**config.mk**
```make
export PLATFORM = sky130hd
export DESIGN_NAME = peak_zscore_summary
export DESIGN_NICKNAME = d
export VERILOG_FILES = /design/src/rtl/pzs_pkg.sv /design/src/rtl/pzs_dp.sv /design/src/rtl/pzs_ctrl.sv /design/src/rtl/peak_zscore_summary.sv
export SDC_FILE = /design/constraint.sdc
export NUM_CORES = 2
export LEC_CHECK = 0
export BUFFER_PORTS_ARGS = -buffer_cell sky130_fd_sc_hd__buf_4
export CAP_MARGIN = 20
export CORE_MARGIN = 5
export CORE_UTILIZATION = 50
export DETAILED_ROUTE_END_ITERATION = 10
export PLACE_DENSITY = 0.66
export SETUP_SLACK_MARGIN = 0.3
export SKIP_CTS_REPAIR_TIMING = 1
export SLEW_MARGIN = 20
export SYNTH_ARGS = -nofsm -noshare
export SYNTH_HDL_FRONTEND = slang
export SYNTH_HIERARCHICAL = 1
export SYNTH_SLANG_ARGS = --single-unit
```
**constraint.sdc**
```tcl
create_clock -name aclk -period 11.3 [get_ports aclk]
set_input_delay 2.26 -clock aclk [delete_from_list [all_inputs] [get_ports aclk]]
set_output_delay 2.26 -clock aclk [all_outputs]
set_load 0.01 [all_outputs]
```
**src/rtl/pzs_pkg.sv**
```systemverilog
`timescale 1ns / 1ps
// Shared constants, datapath command codes and status struct for the peak z-score summary.
package pzs_pkg;

    localparam int SCORE_W     = 24;       // Q8.16 score width
    localparam int FRAC_W      = 16;       // fraction bits of Q8.16
    localparam int IDX_W       = 10;       // index offset register width
    localparam int PIDX_W      = 11;       // reported peak index width
    localparam int IDX_RESET   = 2;        // index offset after reset
    localparam int MAX_RUN_DEF = 256;      // default longest counted run
    localparam int Z_MAX       = 8388607;  // positive saturation of the z field

    // Datapath operations issued by the controller, one per cycle
    typedef enum logic [3:0] {
        OP_NONE,
        OP_CAPTURE,
        OP_ACCUM,
        OP_NQ_LOAD,
        OP_MUL_STEP,
        OP_SS_LOAD,
        OP_DIFF,
        OP_SQRT_STEP,
        OP_NUMER,
        OP_DIV_LOAD,
        OP_DIV_STEP,
        OP_FINISH
    } dp_op_t;

    // Datapath flags seen by the controller
    typedef struct packed {
        logic last;       // captured request closes the run
        logic empty;      // no present score in the run
        logic mul_zero;   // shift-add multiplier has no bits left
        logic cnt_zero;   // sqrt / divide step counter expired
        logic root_zero;  // integer square root is zero
    } dp_status_t;

endpackage

```
**src/rtl/pzs_dp.sv**
```systemverilog
`timescale 1ns / 1ps
// Datapath: run accumulators, shift-add multiplier, digit square root and restoring divider.
module pzs_dp #(
    parameter int MAX_RUN = pzs_pkg::MAX_RUN_DEF
) (
    input  logic                                 aclk,
    input  logic                                 aresetn,
    input  logic                                 cfg_wr_en,
    input  logic        [pzs_pkg::IDX_W-1:0]     cfg_wr_data,
    input  logic signed [pzs_pkg::SCORE_W-1:0]   s_score,
    input  logic                                 s_missing,
    input  logic                                 s_last,
    input  pzs_pkg::dp_op_t                      op,
    output pzs_pkg::dp_status_t                  status,
    output logic                                 m_found,
    output logic        [pzs_pkg::PIDX_W-1:0]    m_peak_index,
    output logic signed [pzs_pkg::SCORE_W-1:0]   m_peak_value,
    output logic signed [pzs_pkg::SCORE_W-1:0]   m_peak_z
);

    localparam int SW    = pzs_pkg::SCORE_W;
    localparam int N_W   = $clog2(MAX_RUN + 1);
    localparam int LG    = $clog2(MAX_RUN);
    localparam int BP_W  = (LG < 1) ? 1 : LG;
    localparam int SUM_W = SW + LG;
    localparam int SQ_W  = 2 * SW - 1 + LG;
    localparam int NQ_W  = N_W + SQ_W;
    localparam int SS_W  = 2 * SUM_W;
    localparam int D_W   = (NQ_W > SS_W) ? NQ_W : SS_W;
    localparam int R_W   = (D_W + 1) / 2;
    localparam int MP_W  = (SUM_W > N_W) ? SUM_W : N_W;
    localparam int NB_W  = N_W + 1 + SW;
    localparam int NUM_W = NB_W + 1;
    localparam int DV_W  = NUM_W + pzs_pkg::FRAC_W;
    localparam int CMAX  = (DV_W > R_W) ? DV_W : R_W;
    localparam int CNT_W = $clog2(CMAX + 1);

    // Configuration and captured request
    logic        [pzs_pkg::IDX_W-1:0] idx_off_reg;
    logic signed [SW-1:0]             score_reg;
    logic                             missing_reg, last_reg;

    // Run state
    logic signed [SUM_W-1:0] sum_reg, sum_next;
    logic        [SQ_W-1:0]  sq_reg, sq_next;
    logic        [N_W-1:0]   count_reg, count_next;
    logic signed [SW-1:0]    best_reg, best_next;
    logic        [BP_W-1:0]  best_pos_reg, best_pos_next;
    logic        [N_W-1:0]   item_pos_reg, item_pos_next;

    // End-of-run work registers
    logic        [D_W-1:0]   mcand_reg, mcand_next;
    logic        [MP_W-1:0]  mplier_reg, mplier_next;
    logic        [D_W-1:0]   acc_reg, acc_next;
    logic        [D_W-1:0]   nq_reg, nq_next;
    logic        [2*R_W-1:0] rad_reg, rad_next;
    logic        [R_W+1:0]   srem_reg, srem_next;
    logic        [R_W-1:0]   root_reg, root_next;
    logic signed [NB_W-1:0]  nb_reg, nb_next;
    logic        [DV_W-1:0]  quo_reg, quo_next;
    logic        [R_W-1:0]   drem_reg, drem_next;
    logic        [CNT_W-1:0] cnt_reg, cnt_next;

    // Result registers
    logic                             found_reg, found_next;
    logic        [pzs_pkg::PIDX_W-1:0] pidx_reg, pidx_next;
    logic signed [SW-1:0]             pval_reg, pval_next;
    logic signed [SW-1:0]             pz_reg, pz_next;

    // Helper terms
    logic signed [2*SW-1:0]  sq_prod;
    logic                    in_range, take_new;
    logic        [SUM_W-1:0] abs_sum;
    logic        [D_W-1:0]   d_val;
    logic        [R_W+3:0]   s_part, s_trial, s_diff;
    logic                    s_ge;
    logic signed [NUM_W-1:0] num;
    logic        [NUM_W-2:0] unum;
    logic        [DV_W-1:0]  dividend;
    logic        [R_W:0]     d_part, d_sub;
    logic                    d_ge;
    logic signed [SW-1:0]    z_sat;

    assign sq_prod  = score_reg * score_reg;
    assign in_range = item_pos_reg < N_W'(MAX_RUN);
    assign take_new = (count_reg == '0) || (score_reg > best_reg);
    assign abs_sum  = sum_reg[SUM_W-1] ? $unsigned(-sum_reg) : $unsigned(sum_reg);

    // Clamp n*Q - S*S at zero
    assign d_val = (nq_reg > acc_reg) ? (nq_reg - acc_reg) : '0;

    // One root bit per step
    assign s_part  = {srem_reg, rad_reg[2*R_W-1 -: 2]};
    assign s_trial = {2'b00, root_reg, 2'b01};
    assign s_ge    = s_part >= s_trial;
    assign s_diff  = s_part - s_trial;

    // Numerator n*max - S, rounded dividend
    assign num      = NUM_W'(nb_reg) - NUM_W'(sum_reg);
    assign unum     = num[NUM_W-1] ? '0 : num[NUM_W-2:0];
    assign dividend = DV_W'({unum, {pzs_pkg::FRAC_W{1'b0}}}) + DV_W'(root_reg[R_W-1:1]);

    // One quotient bit per step
    assign d_part = {drem_reg, quo_reg[DV_W-1]};
    assign d_ge   = d_part >= {1'b0, root_reg};
    assign d_sub  = d_part - {1'b0, root_reg};

    assign z_sat = (quo_reg > DV_W'(pzs_pkg::Z_MAX)) ? SW'(pzs_pkg::Z_MAX)
                                                     : quo_reg[SW-1:0];

    // Next-state logic per operation
    always_comb begin
        sum_next      = sum_reg;
        sq_next       = sq_reg;
        count_next    = count_reg;
        best_next     = best_reg;
        best_pos_next = best_pos_reg;
        item_pos_next = item_pos_reg;
        mcand_next    = mcand_reg;
        mplier_next   = mplier_reg;
        acc_next      = acc_reg;
        nq_next       = nq_reg;
        rad_next      = rad_reg;
        srem_next     = srem_reg;
        root_next     = root_reg;
        nb_next       = nb_reg;
        quo_next      = quo_reg;
        drem_next     = drem_reg;
        cnt_next      = cnt_reg;
        found_next    = found_reg;
        pidx_next     = pidx_reg;
        pval_next     = pval_reg;
        pz_next       = pz_reg;
        unique case (op)
            pzs_pkg::OP_ACCUM: begin
                if (in_range) begin
                    if (!missing_reg) begin
                        sum_next   = sum_reg + SUM_W'(score_reg);
                        sq_next    = sq_reg + SQ_W'($unsigned(sq_prod));
                        count_next = count_reg + N_W'(1);
                        if (take_new) begin
                            best_next     = score_reg;
                            best_pos_next = BP_W'(item_pos_reg);
                        end
                    end
                    item_pos_next = item_pos_reg + N_W'(1);
                end
            end
            pzs_pkg::OP_NQ_LOAD: begin
                mcand_next  = D_W'(sq_reg);
                mplier_next = MP_W'(count_reg);
                acc_next    = '0;
            end
            pzs_pkg::OP_MUL_STEP: begin
                if (mplier_reg[0]) begin
                    acc_next = acc_reg + mcand_reg;
                end
                mcand_next  = {mcand_reg[D_W-2:0], 1'b0};
                mplier_next = {1'b0, mplier_reg[MP_W-1:1]};
            end
            pzs_pkg::OP_SS_LOAD: begin
                nq_next     = acc_reg;
                mcand_next  = D_W'(abs_sum);
                mplier_next = MP_W'(abs_sum);
                acc_next    = '0;
            end
            pzs_pkg::OP_DIFF: begin
                rad_next  = (2*R_W)'(d_val);
                srem_next = '0;
                root_next = '0;
                cnt_next  = CNT_W'(R_W);
            end
            pzs_pkg::OP_SQRT_STEP: begin
                srem_next = s_ge ? s_diff[R_W+1:0] : s_part[R_W+1:0];
                root_next = {root_reg[R_W-2:0], s_ge};
                rad_next  = {rad_reg[2*R_W-3:0], 2'b00};
                cnt_next  = cnt_reg - CNT_W'(1);
            end
            pzs_pkg::OP_NUMER: begin
                nb_next = $signed({1'b0, count_reg}) * best_reg;
            end
            pzs_pkg::OP_DIV_LOAD: begin
                quo_next  = dividend;
                drem_next = '0;
                cnt_next  = CNT_W'(DV_W);
            end
            pzs_pkg::OP_DIV_STEP: begin
                drem_next = d_ge ? d_sub[R_W-1:0] : d_part[R_W-1:0];
                quo_next  = {quo_reg[DV_W-2:0], d_ge};
                cnt_next  = cnt_reg - CNT_W'(1);
            end
            pzs_pkg::OP_FINISH: begin
                if (count_reg == '0) begin
                    found_next = 1'b0;
                    pidx_next  = '0;
                    pval_next  = '0;
                    pz_next    = '0;
                end else begin
                    found_next = 1'b1;
                    pidx_next  = pzs_pkg::PIDX_W'(idx_off_reg)
                               + pzs_pkg::PIDX_W'(best_pos_reg);
                    pval_next  = best_reg;
                    pz_next    = (root_reg == '0) ? best_reg : z_sat;
                end
                // clear the run
                sum_next      = '0;
                sq_next       = '0;
                count_next    = '0;
                best_next     = '0;
                best_pos_next = '0;
                item_pos_next = '0;
            end
            default: begin
            end
        endcase
    end

    // Configuration register and run state
    always_ff @(posedge aclk) begin
        if (!aresetn) begin
            idx_off_reg  <= pzs_pkg::IDX_W'(pzs_pkg::IDX_RESET);
            sum_reg      <= '0;
            sq_reg       <= '0;
            count_reg    <= '0;
            best_reg     <= '0;
            best_pos_reg <= '0;
            item_pos_reg <= '0;
        end else begin
            if (cfg_wr_en) begin
                idx_off_reg <= cfg_wr_data;
            end
            sum_reg      <= sum_next;
            sq_reg       <= sq_next;
            count_reg    <= count_next;
            best_reg     <= best_next;
            best_pos_reg <= best_pos_next;
            item_pos_reg <= item_pos_next;
        end
    end

    // Captured request, work and result registers
    always_ff @(posedge aclk) begin
        if (op == pzs_pkg::OP_CAPTURE) begin
            score_reg   <= s_score;
            missing_reg <= s_missing;
            last_reg    <= s_last;
        end
        mcand_reg  <= mcand_next;
        mplier_reg <= mplier_next;
        acc_reg    <= acc_next;
        nq_reg     <= nq_next;
        rad_reg    <= rad_next;
        srem_reg   <= srem_next;
        root_reg   <= root_next;
        nb_reg     <= nb_next;
        quo_reg    <= quo_next;
        drem_reg   <= drem_next;
        cnt_reg    <= cnt_next;
        found_reg  <= found_next;
        pidx_reg   <= pidx_next;
        pval_reg   <= pval_next;
        pz_reg     <= pz_next;
    end

    assign status.last      = last_reg;
    assign status.empty     = (count_reg == '0);
    assign status.mul_zero  = (mplier_reg == '0);
    assign status.cnt_zero  = (cnt_reg == '0);
    assign status.root_zero = (root_reg == '0);

    assign m_found      = found_reg;
    assign m_peak_index = pidx_reg;
    assign m_peak_value = pval_reg;
    assign m_peak_z     = pz_reg;

    // Present count never runs ahead of the position counter
    a_count_le_pos: assert property (@(posedge aclk) disable iff (!aresetn)
        count_reg <= item_pos_reg)
        else $error("present count exceeds run position");

    // Position counter stops at the run limit
    a_pos_limit: assert property (@(posedge aclk) disable iff (!aresetn)
        item_pos_reg <= N_W'(MAX_RUN))
        else $error("run position beyond limit");

    // Divider remainder stays below the divisor
    a_div_rem: assert property (@(posedge aclk) disable iff (!aresetn)
        (op == pzs_pkg::OP_DIV_STEP) |-> (drem_reg < root_reg))
        else $error("divider remainder out of range");

endmodule

```
**src/rtl/pzs_ctrl.sv**
```systemverilog
`timescale 1ns / 1ps
// Controller: sequences request capture, accumulation and the end-of-run arithmetic.
module pzs_ctrl (
    input  logic                aclk,
    input  logic                aresetn,
    input  logic                s_valid,
    output logic                s_ready,
    output logic                m_valid,
    input  logic                m_ready,
    input  pzs_pkg::dp_status_t status,
    output pzs_pkg::dp_op_t     op
);

    typedef enum logic [8:0] {
        ST_IDLE   = 9'b000000001,
        ST_ACC    = 9'b000000010,
        ST_START  = 9'b000000100,
        ST_MUL_NQ = 9'b000001000,
        ST_MUL_SS = 9'b000010000,
        ST_SQRT   = 9'b000100000,
        ST_SUBN   = 9'b001000000,
        ST_DIV    = 9'b010000000,
        ST_DONE   = 9'b100000000
    } state_t;

    state_t state_reg, state_next;
    logic   m_valid_reg, m_valid_next;

    // State transitions and datapath operation
    always_comb begin
        state_next = state_reg;
        op         = pzs_pkg::OP_NONE;
        unique case (state_reg)
            ST_IDLE: begin
                if (s_valid) begin
                    op         = pzs_pkg::OP_CAPTURE;
                    state_next = ST_ACC;
                end
            end
            ST_ACC: begin
                op         = pzs_pkg::OP_ACCUM;
                state_next = status.last ? ST_START : ST_IDLE;
            end
            ST_START: begin
                if (status.empty) begin
                    state_next = ST_DONE;
                end else begin
                    op         = pzs_pkg::OP_NQ_LOAD;
                    state_next = ST_MUL_NQ;
                end
            end
            ST_MUL_NQ: begin
                if (status.mul_zero) begin
                    op         = pzs_pkg::OP_SS_LOAD;
                    state_next = ST_MUL_SS;
                end else begin
                    op = pzs_pkg::OP_MUL_STEP;
                end
            end
            ST_MUL_SS: begin
                if (status.mul_zero) begin
                    op         = pzs_pkg::OP_DIFF;
                    state_next = ST_SQRT;
                end else begin
                    op = pzs_pkg::OP_MUL_STEP;
                end
            end
            ST_SQRT: begin
                if (status.cnt_zero) begin
                    op         = pzs_pkg::OP_NUMER;
                    state_next = ST_SUBN;
                end else begin
                    op = pzs_pkg::OP_SQRT_STEP;
                end
            end
            ST_SUBN: begin
                if (status.root_zero) begin
                    state_next = ST_DONE;
                end else begin
                    op         = pzs_pkg::OP_DIV_LOAD;
                    state_next = ST_DIV;
                end
            end
            ST_DIV: begin
                if (status.cnt_zero) begin
                    state_next = ST_DONE;
                end else begin
                    op = pzs_pkg::OP_DIV_STEP;
                end
            end
            ST_DONE: begin
                if (!m_valid_reg || m_ready) begin
                    op         = pzs_pkg::OP_FINISH;
                    state_next = ST_IDLE;
                end
            end
            default: begin
                state_next = ST_IDLE;
            end
        endcase
    end

    // Output register valid
    always_comb begin
        if (op == pzs_pkg::OP_FINISH) begin
            m_valid_next = 1'b1;
        end else if (m_ready) begin
            m_valid_next = 1'b0;
        end else begin
            m_valid_next = m_valid_reg;
        end
    end

    always_ff @(posedge aclk) begin
        if (!aresetn) begin
            state_reg   <= ST_IDLE;
            m_valid_reg <= 1'b0;
        end else begin
            state_reg   <= state_next;
            m_valid_reg <= m_valid_next;
        end
    end

    assign s_ready = (state_reg == ST_IDLE);
    assign m_valid = m_valid_reg;

    // An accepted request is accumulated in the next cycle
    a_accept_acc: assert property (@(posedge aclk) disable iff (!aresetn)
        (s_valid && s_ready) |=> (state_reg == ST_ACC))
        else $error("accepted request not accumulated");

    // A new result never overwrites one still waiting
    a_no_overwrite: assert property (@(posedge aclk) disable iff (!aresetn)
        (op == pzs_pkg::OP_FINISH) |-> (!m_valid_reg || m_ready))
        else $error("result overwritten before taken");

    // Division only runs against a nonzero root
    a_div_root: assert property (@(posedge aclk) disable iff (!aresetn)
        (state_reg == ST_DIV) |-> !status.root_zero)
        else $error("divide by zero root");

endmodule

```
**src/rtl/peak_zscore_summary.sv**
```systemverilog
`timescale 1ns / 1ps
// Top level: peak and z-score summary of a run of Q8.16 scores.
//
//  channel  direction  handshake              payload
//  config   in         cfg_wr_en              cfg_wr_data (index offset)
//  s_       in         s_valid / s_ready      s_score, s_missing, s_last
//  m_       out        m_valid / m_ready      m_found, m_peak_index, m_peak_value, m_peak_z
//
// Each request passes through capture, then accumulate (one 24x24 square per request).
// The request closing a run adds the end-of-run sequence, set by the shift-add multiplier
// and the one-bit-per-cycle square root and divider; the sequence is shorter for a smaller
// sum, a zero root or an empty run.
// Reset is synchronous, active low; it clears the run state and sets the index offset to 2.
// The result waits in an output register; a finished run stalls only if one is still held.
module peak_zscore_summary #(
    parameter int MAX_RUN = pzs_pkg::MAX_RUN_DEF
) (
    input  logic                                 aclk,
    input  logic                                 aresetn,
    input  logic                                 cfg_wr_en,
    input  logic        [pzs_pkg::IDX_W-1:0]     cfg_wr_data,
    input  logic                                 s_valid,
    output logic                                 s_ready,
    input  logic signed [pzs_pkg::SCORE_W-1:0]   s_score,
    input  logic                                 s_missing,
    input  logic                                 s_last,
    output logic                                 m_valid,
    input  logic                                 m_ready,
    output logic                                 m_found,
    output logic        [pzs_pkg::PIDX_W-1:0]    m_peak_index,
    output logic signed [pzs_pkg::SCORE_W-1:0]   m_peak_value,
    output logic signed [pzs_pkg::SCORE_W-1:0]   m_peak_z
);

    pzs_pkg::dp_op_t     op;
    pzs_pkg::dp_status_t status;

    // Sequencer
    pzs_ctrl u_ctrl (
        .aclk    (aclk),
        .aresetn (aresetn),
        .s_valid (s_valid),
        .s_ready (s_ready),
        .m_valid (m_valid),
        .m_ready (m_ready),
        .status  (status),
        .op      (op)
    );

    // Arithmetic and result registers
    pzs_dp #(
        .MAX_RUN (MAX_RUN)
    ) u_dp (
        .aclk         (aclk),
        .aresetn      (aresetn),
        .cfg_wr_en    (cfg_wr_en),
        .cfg_wr_data  (cfg_wr_data),
        .s_score      (s_score),
        .s_missing    (s_missing),
        .s_last       (s_last),
        .op           (op),
        .status       (status),
        .m_found      (m_found),
        .m_peak_index (m_peak_index),
        .m_peak_value (m_peak_value),
        .m_peak_z     (m_peak_z)
    );

endmodule
```
Word level (Yosys, flattened, before mapping) --
Cells that the tools add are included.
Storage, ports and cells: flip-flop bits (word level) 720, latch bits 0, memory bits (writable) 0, bits in read-only memories 0, output and inout port bits 62, logic and storage cells 157, memories 0
Operators by class: add/subtract/negate cells 13, multiply operators 2, div/mod/pow operators 0, magnitude comparators 6, equal/unequal tests 30, shift-type cells 0, muxes and demuxes 58, bitwise logic cells 0, reductions and logical operators 21
Operator list (count):
- $pmux 64 s2 | 2
- $pmux 32 s2 | 3
- $pmux 64 s3 | 1
- $mux 32 | 4
- $mux 64 | 2
- $mux 24 | 5
- $mux 55 | 2
- $pmux 55 s2 | 1
- $pmux 51 s2 | 1
- $mux 9 | 11
- $pmux 32 s3 | 1
- $pmux 9 s9 | 1
- $mux 34 | 2
- $pmux 34 s2 | 1
- $add 64x64->64 | 1
- $gt 64x64->1 | 1
- $logic_not 32->1 | 2
- $sub 64x64->64 | 1
- $add 55x48->55 | 1
- $add 50x31->51 | 1
- $gt 51x23->1 const B | 1
- $mul 24x24->48 | 1
- $pmux 24 s2 | 1
- $ge 36x34->1 | 1
- 47 further kinds | 82

Depth between registers and ports, before layout --
depth after elaboration 8, mapped depth 42, mapped depth without buffers 40

Modules after synthesis --
The synthesis kept the hierarchy.
Modules (own cells, without submodules):
- pzs_dp | times used 1, cells each 7879, area an instance 73370.4 sq um, sequential area each 19849.0 sq um
- pzs_ctrl | times used 1, cells each 96, area an instance 724.4 sq um, sequential area each 200.2 sq um

Worst setup path after synthesis --
OpenSTA, ideal clock, no wires.
kind input-to-reg, from input m_ready, to register u_dp.acc_reg[0] (enable), setup time 0.433 ns, arrival time 9.697 ns, data required time 10.867 ns, slack 1.170 ns, stages 8, buffers on the path 1, cells stage by stage nor2b_1 > nor3_1 > or3_1 > a211o_1 > clkbuf_1 > mux2_2 > nor2_1 > o31a_1
Between the ends: cells in the longest elaborated chain, start to end 7, elaborated cells between the ends (all ways) 10, classes of those cells eq/ne (4); mux (2); reduce/logical (4)
Ends and longest elaborated chain:
- from (decl) | line peak_zscore_summary.sv:28 | input logic m_ready,
- $logic_or 1x1->1 (*) | line pzs_ctrl.sv:92 | if (!m_valid_reg || m_ready) begin
- $mux 4 (*) | line pzs_ctrl.sv:92
- $pmux 4 s9 (*) | line pzs_ctrl.sv:33 | unique case (state_reg)
- named net op[1] | line peak_zscore_summary.sv:35 | pzs_pkg::dp_op_t op;
- $eq 4x2->1 / $eq 4x3->1 (equally long branches) | line pzs_dp.sv:134 | unique case (op)
- $reduce_or 2->1 (no source line)
- $reduce_bool 2->1 (no source line)
- $reduce_and 2->1 (no source line) (*)
- to (signal assigned) | line pzs_dp.sv:250 | acc_reg <= acc_next;
- to (decl) | line pzs_dp.sv:54 | logic [D_W-1:0] acc_reg, acc_next;
Mark *: on every way through the listed nets, which the timed path passes. The rest lies on a longest branch. A chain may end at the register's enable or synchronous reset.

Worst setup path in the final report --
from register u_dp.score_reg[5], to register u_dp.sq_reg[49]
Between the ends: cells in the longest elaborated chain, start to end 5
Ends and longest elaborated chain:
- from (decl) | line pzs_dp.sv:40 | logic signed [SW-1:0] score_reg;
- from (signal assigned) | line pzs_dp.sv:244 | score_reg <= s_score;
- $mul 24x24->48 | line pzs_dp.sv:84 | assign sq_prod = score_reg * score_reg;
- $add 55x48->55 | line pzs_dp.sv:139 | sq_next = sq_reg + SQ_W'($unsigned(sq_prod));
- $mux 55 | line pzs_dp.sv:137 | if (!missing_reg) begin
- $mux 55 | line pzs_dp.sv:136 | if (in_range) begin
- $pmux 55 s2 | line pzs_dp.sv:134
- to (signal assigned) | line pzs_dp.sv:233 | sq_reg <= sq_next;
- to (decl) | line pzs_dp.sv:45 | logic [SQ_W-1:0] sq_reg, sq_next;
Every way passes these cells. The select of a mux whose other input is x is not followed.

==> results by group <==
Run status
  • Status: complete, no violations

Place
  • GP Congestion: 0.9461
  • IO Port Bufs: 102
  • Post-DP Area: 76820 um^2
  • Post-detail-place hpwl: 166000 um

Worst setup path
  • R2r setup slk: 1.04 ns
  • R2R cell count: 35
  • CP endpoint kind: flip-flop
  • Worst path required time: 11.89 ns
  • R2R Path End: u_dp/sq_reg[49]
  • Critical path launch point type: flip-flop
  • Crit Path Class: flip-flop to flip-flop
  • Critical path fanouts, max: 19
  • WP data arrival: 10.85 ns
  • Origin of the critical flop-to-flop path: u_dp/score_reg[5]
  • Most used cell, CP: fa_1
  • Crit-path slowest cell: edfxtp_1
  • Slowest stage delay, CP: 0.94 ns

Clock tree
  • Clk root buf: clkbuf_16
  • CTS Buf Count: 87
  • CTS tree: yes
  • Sink Count: 720
  • Clock Latency Late Sink: 0.71 ns
  • Max Buffers Root-to-Sink: 3
  • H-tree Lvls: 3
  • Clock slew at reported path FFs: 0.06 ns

Detailed routing
  • Vias per cell: 5.781
  • Number of nets with antenna violations after routing: 0
  • DR iter-0 viols: 4838
  • Final wirelength: 207300 um
  • DRT Pass-1 Iters: 5
  • DR vias: 57.50k
  • Drt wl/cell: 20.84 um
  • Detailed-route DRC error count: 0

Min path
  • Hold_sp: u_dp/sum_reg[20]
  • WHS Endpoint: u_dp/sum_reg[20]
  • Hold path depth: 2
  • Hold WC Path Type: flip-flop to flip-flop

Die
  • Die area: 156000 um^2
  • Die Span X: 395.0 um
  • I/O pin cnt: 103
  • Initial core utilization: 0.5024
  • Core Region: 147500 um^2
  • Die H: 395.0 um
  • Num rows: 141

Timing
  • Setup TNS: 0 ns
  • Slew headroom: 0.2827
  • Final Skew: 0.03448 ns
  • Tcrit/Tclk final: 0.9077
  • Max Slew Vio Count: 0
  • Tmin final: 10.26 ns
  • Final Hold Fails: 0
  • Final setup violation count: 0
  • Unrepaired setup endpoints after global routing: no
  • Peak Freq: 97.49 MHz
  • Worst-Margin Slew: 1.075 ns

Global routing
  • Initial antenna violation count: 6
  • Largest net degree at the start of global routing: 78
  • First-pass GRT wire length: 323500 um
  • Tot GR Track Use: 0.2612
  • Global route overflow: 0
  • Vias in the first global route: 56.91k

Layout
  • Design Area, Final: 79810 um^2
  • Layout cells sized above 1: 0.05015
  • Nets@finish: 9308
  • Number of fill cells in the layout: 13.40k
  • Area grow syn2layout: 7.717%

Logic synthesis
  • Synth cell types: 108
  • Mapped Nets: 9340
  • Sequential area share after synthesis: 0.2706
  • Post-synth ARST share: 0
  • Cells after synthesis: 7975
  • Yosys reg bits: 720
  • Cell area after synthesis: 74090 um^2
  • Ys Warns: 6
  • Syn_area_per_cell: 9.291 um^2
  • Number of enable flip-flop cells after synthesis: 563
  • Dominant synthesized flop cell: edfxtp_1

Run
  • Max-Cap Viols: 0
[cells in the mapped netlist (32+ instances only)]
cell      count  share of area
edfxtp_1    563           0.23
xor2_1      153          0.018
xnor2_1     263          0.031
a31oi_1      54         0.0046
nor2_1      551          0.028
and3_1       53         0.0045
nand4_1      88         0.0074
a21o_1      228          0.023
o21a_1       70         0.0071
a211oi_1     70         0.0071
nand2b_1    102         0.0086
o31ai_1      33         0.0033
o211ai_1     32         0.0032
o21bai_1     59         0.0060
o21ai_0     387          0.026
nor2b_1     130          0.011
nand2_1     721          0.037
mux2i_1      44         0.0059
and2_1      239          0.020
clkbuf_1    269          0.014
or3_1        48         0.0041
ha_1        576          0.097
fa_1        748           0.20
inv_1      1153          0.058
dfxtp_1     157          0.042
a22oi_1      43         0.0044
nor4_1       44         0.0037
a221o_1      41         0.0055
nor3_1       85         0.0057
nand3_1     181          0.012
a21oi_1     408          0.028
[metal layers]
layer	track usage	share of wire	up-vias
met5	0	0.00032	-
met4	0.08025	0.033	10
met3	0.04463	0.073	356
met2	0.4110	0.45	1996
met1	0.3712	0.44	28180
li1	-	-	26970
[critical path, delay by kind of cell, from the launching register on]
| family | cells | cell delay, ns |
|---|---|---|
| AND/OR/NAND/NOR | 8 | 1.56 |
| multiplexers | 1 | 0.11 |
| AO/OA/AOI/OAI | 12 | 2.90 |
| buffers and inverters | 5 | 0.29 |
| adder cells (fa/ha/maj) | 9 | 4.36 |
| flip-flops | 1 | 0.94 |
[kinds of logic after synthesis]
kind of cell,synth area share
compound gates,0.1461
flops,0.2706
buf+inv,0.07457
fa+ha+maj,0.2994
simple gates,0.1542
xor+xnor,0.04917
mux,0.006096
[per-stage QoR]
step                setup slack (ns)    util  hold WS [ns]  cells
CTS                            1.162  0.5411        0.4889   9946
detailed placement             1.175  0.5209        0.4719   9784
finish                         1.043  0.5412        0.4879   9947
global route                  0.3610  0.5411        0.5132   9946
global placement               1.281  0.5209        0.4529   9784
floorplan                      1.170       -        0.4409   7975
[layout make-up]
| type | instances | area (um^2) | area share |
|---|---|---|---|
| Sequential cell | 720 | 20050 | 0.2512 |
| Clock buffer | 110 | 2327 | 0.02916 |
| Inverter | 1155 | 4335 | 0.05432 |
| Antenna cell | 1 | 2.502 | 0.00003135 |
| Timing Repair Buffer | 187 | 1404 | 0.01759 |
| Tap cell | 1930 | 2415 | 0.03026 |
| Clock inverter | 52 | 655.6 | 0.008215 |
| Multi-Input combinational cell | 5792 | 48620 | 0.6092 |
[how the worst max path moves through the flow]
stage / cells after the start / slack (ns) / start / to
6_report: 35 / 1.04 / u_dp/score_reg[5] / u_dp/sq_reg[49]
5_1_grt: 34 / 0.36 / u_dp/score_reg[8] / u_dp/sq_reg[49]
4_1_cts: 35 / 1.16 / u_dp/score_reg[4] / u_dp/sq_reg[49]
3_5_place_dp: 34 / 1.17 / u_dp/score_reg[4] / u_dp/sq_reg[49]
3_3_place_gp: 35 / 1.28 / u_dp/score_reg[4] / u_dp/sq_reg[49]
2_1_floorplan: 8 / 1.17 / m_ready / u_dp/acc_reg[0]
[cell usage in the layout (no fill, tap or decap), drive strengths merged, types with 55 or more instances in the layout]
cell	count
inv	1158
clkbuf	110
a21oi	410
nor3	89
nor2	552
xnor2	263
and2	241
buf	187
fa	748
nand3	181
nand2	721
dfxtp	157
a21o	228
nand4	90
o21a	70
a31oi	55
edfxtp	563
ha	576
o21ai	404
nor2b	130
xor2	153
nand2b	102
a211oi	72
o21bai	59
Power is not shown: default switching activity piles up to over one toggle a cycle in this logic, so the estimate is an artifact.
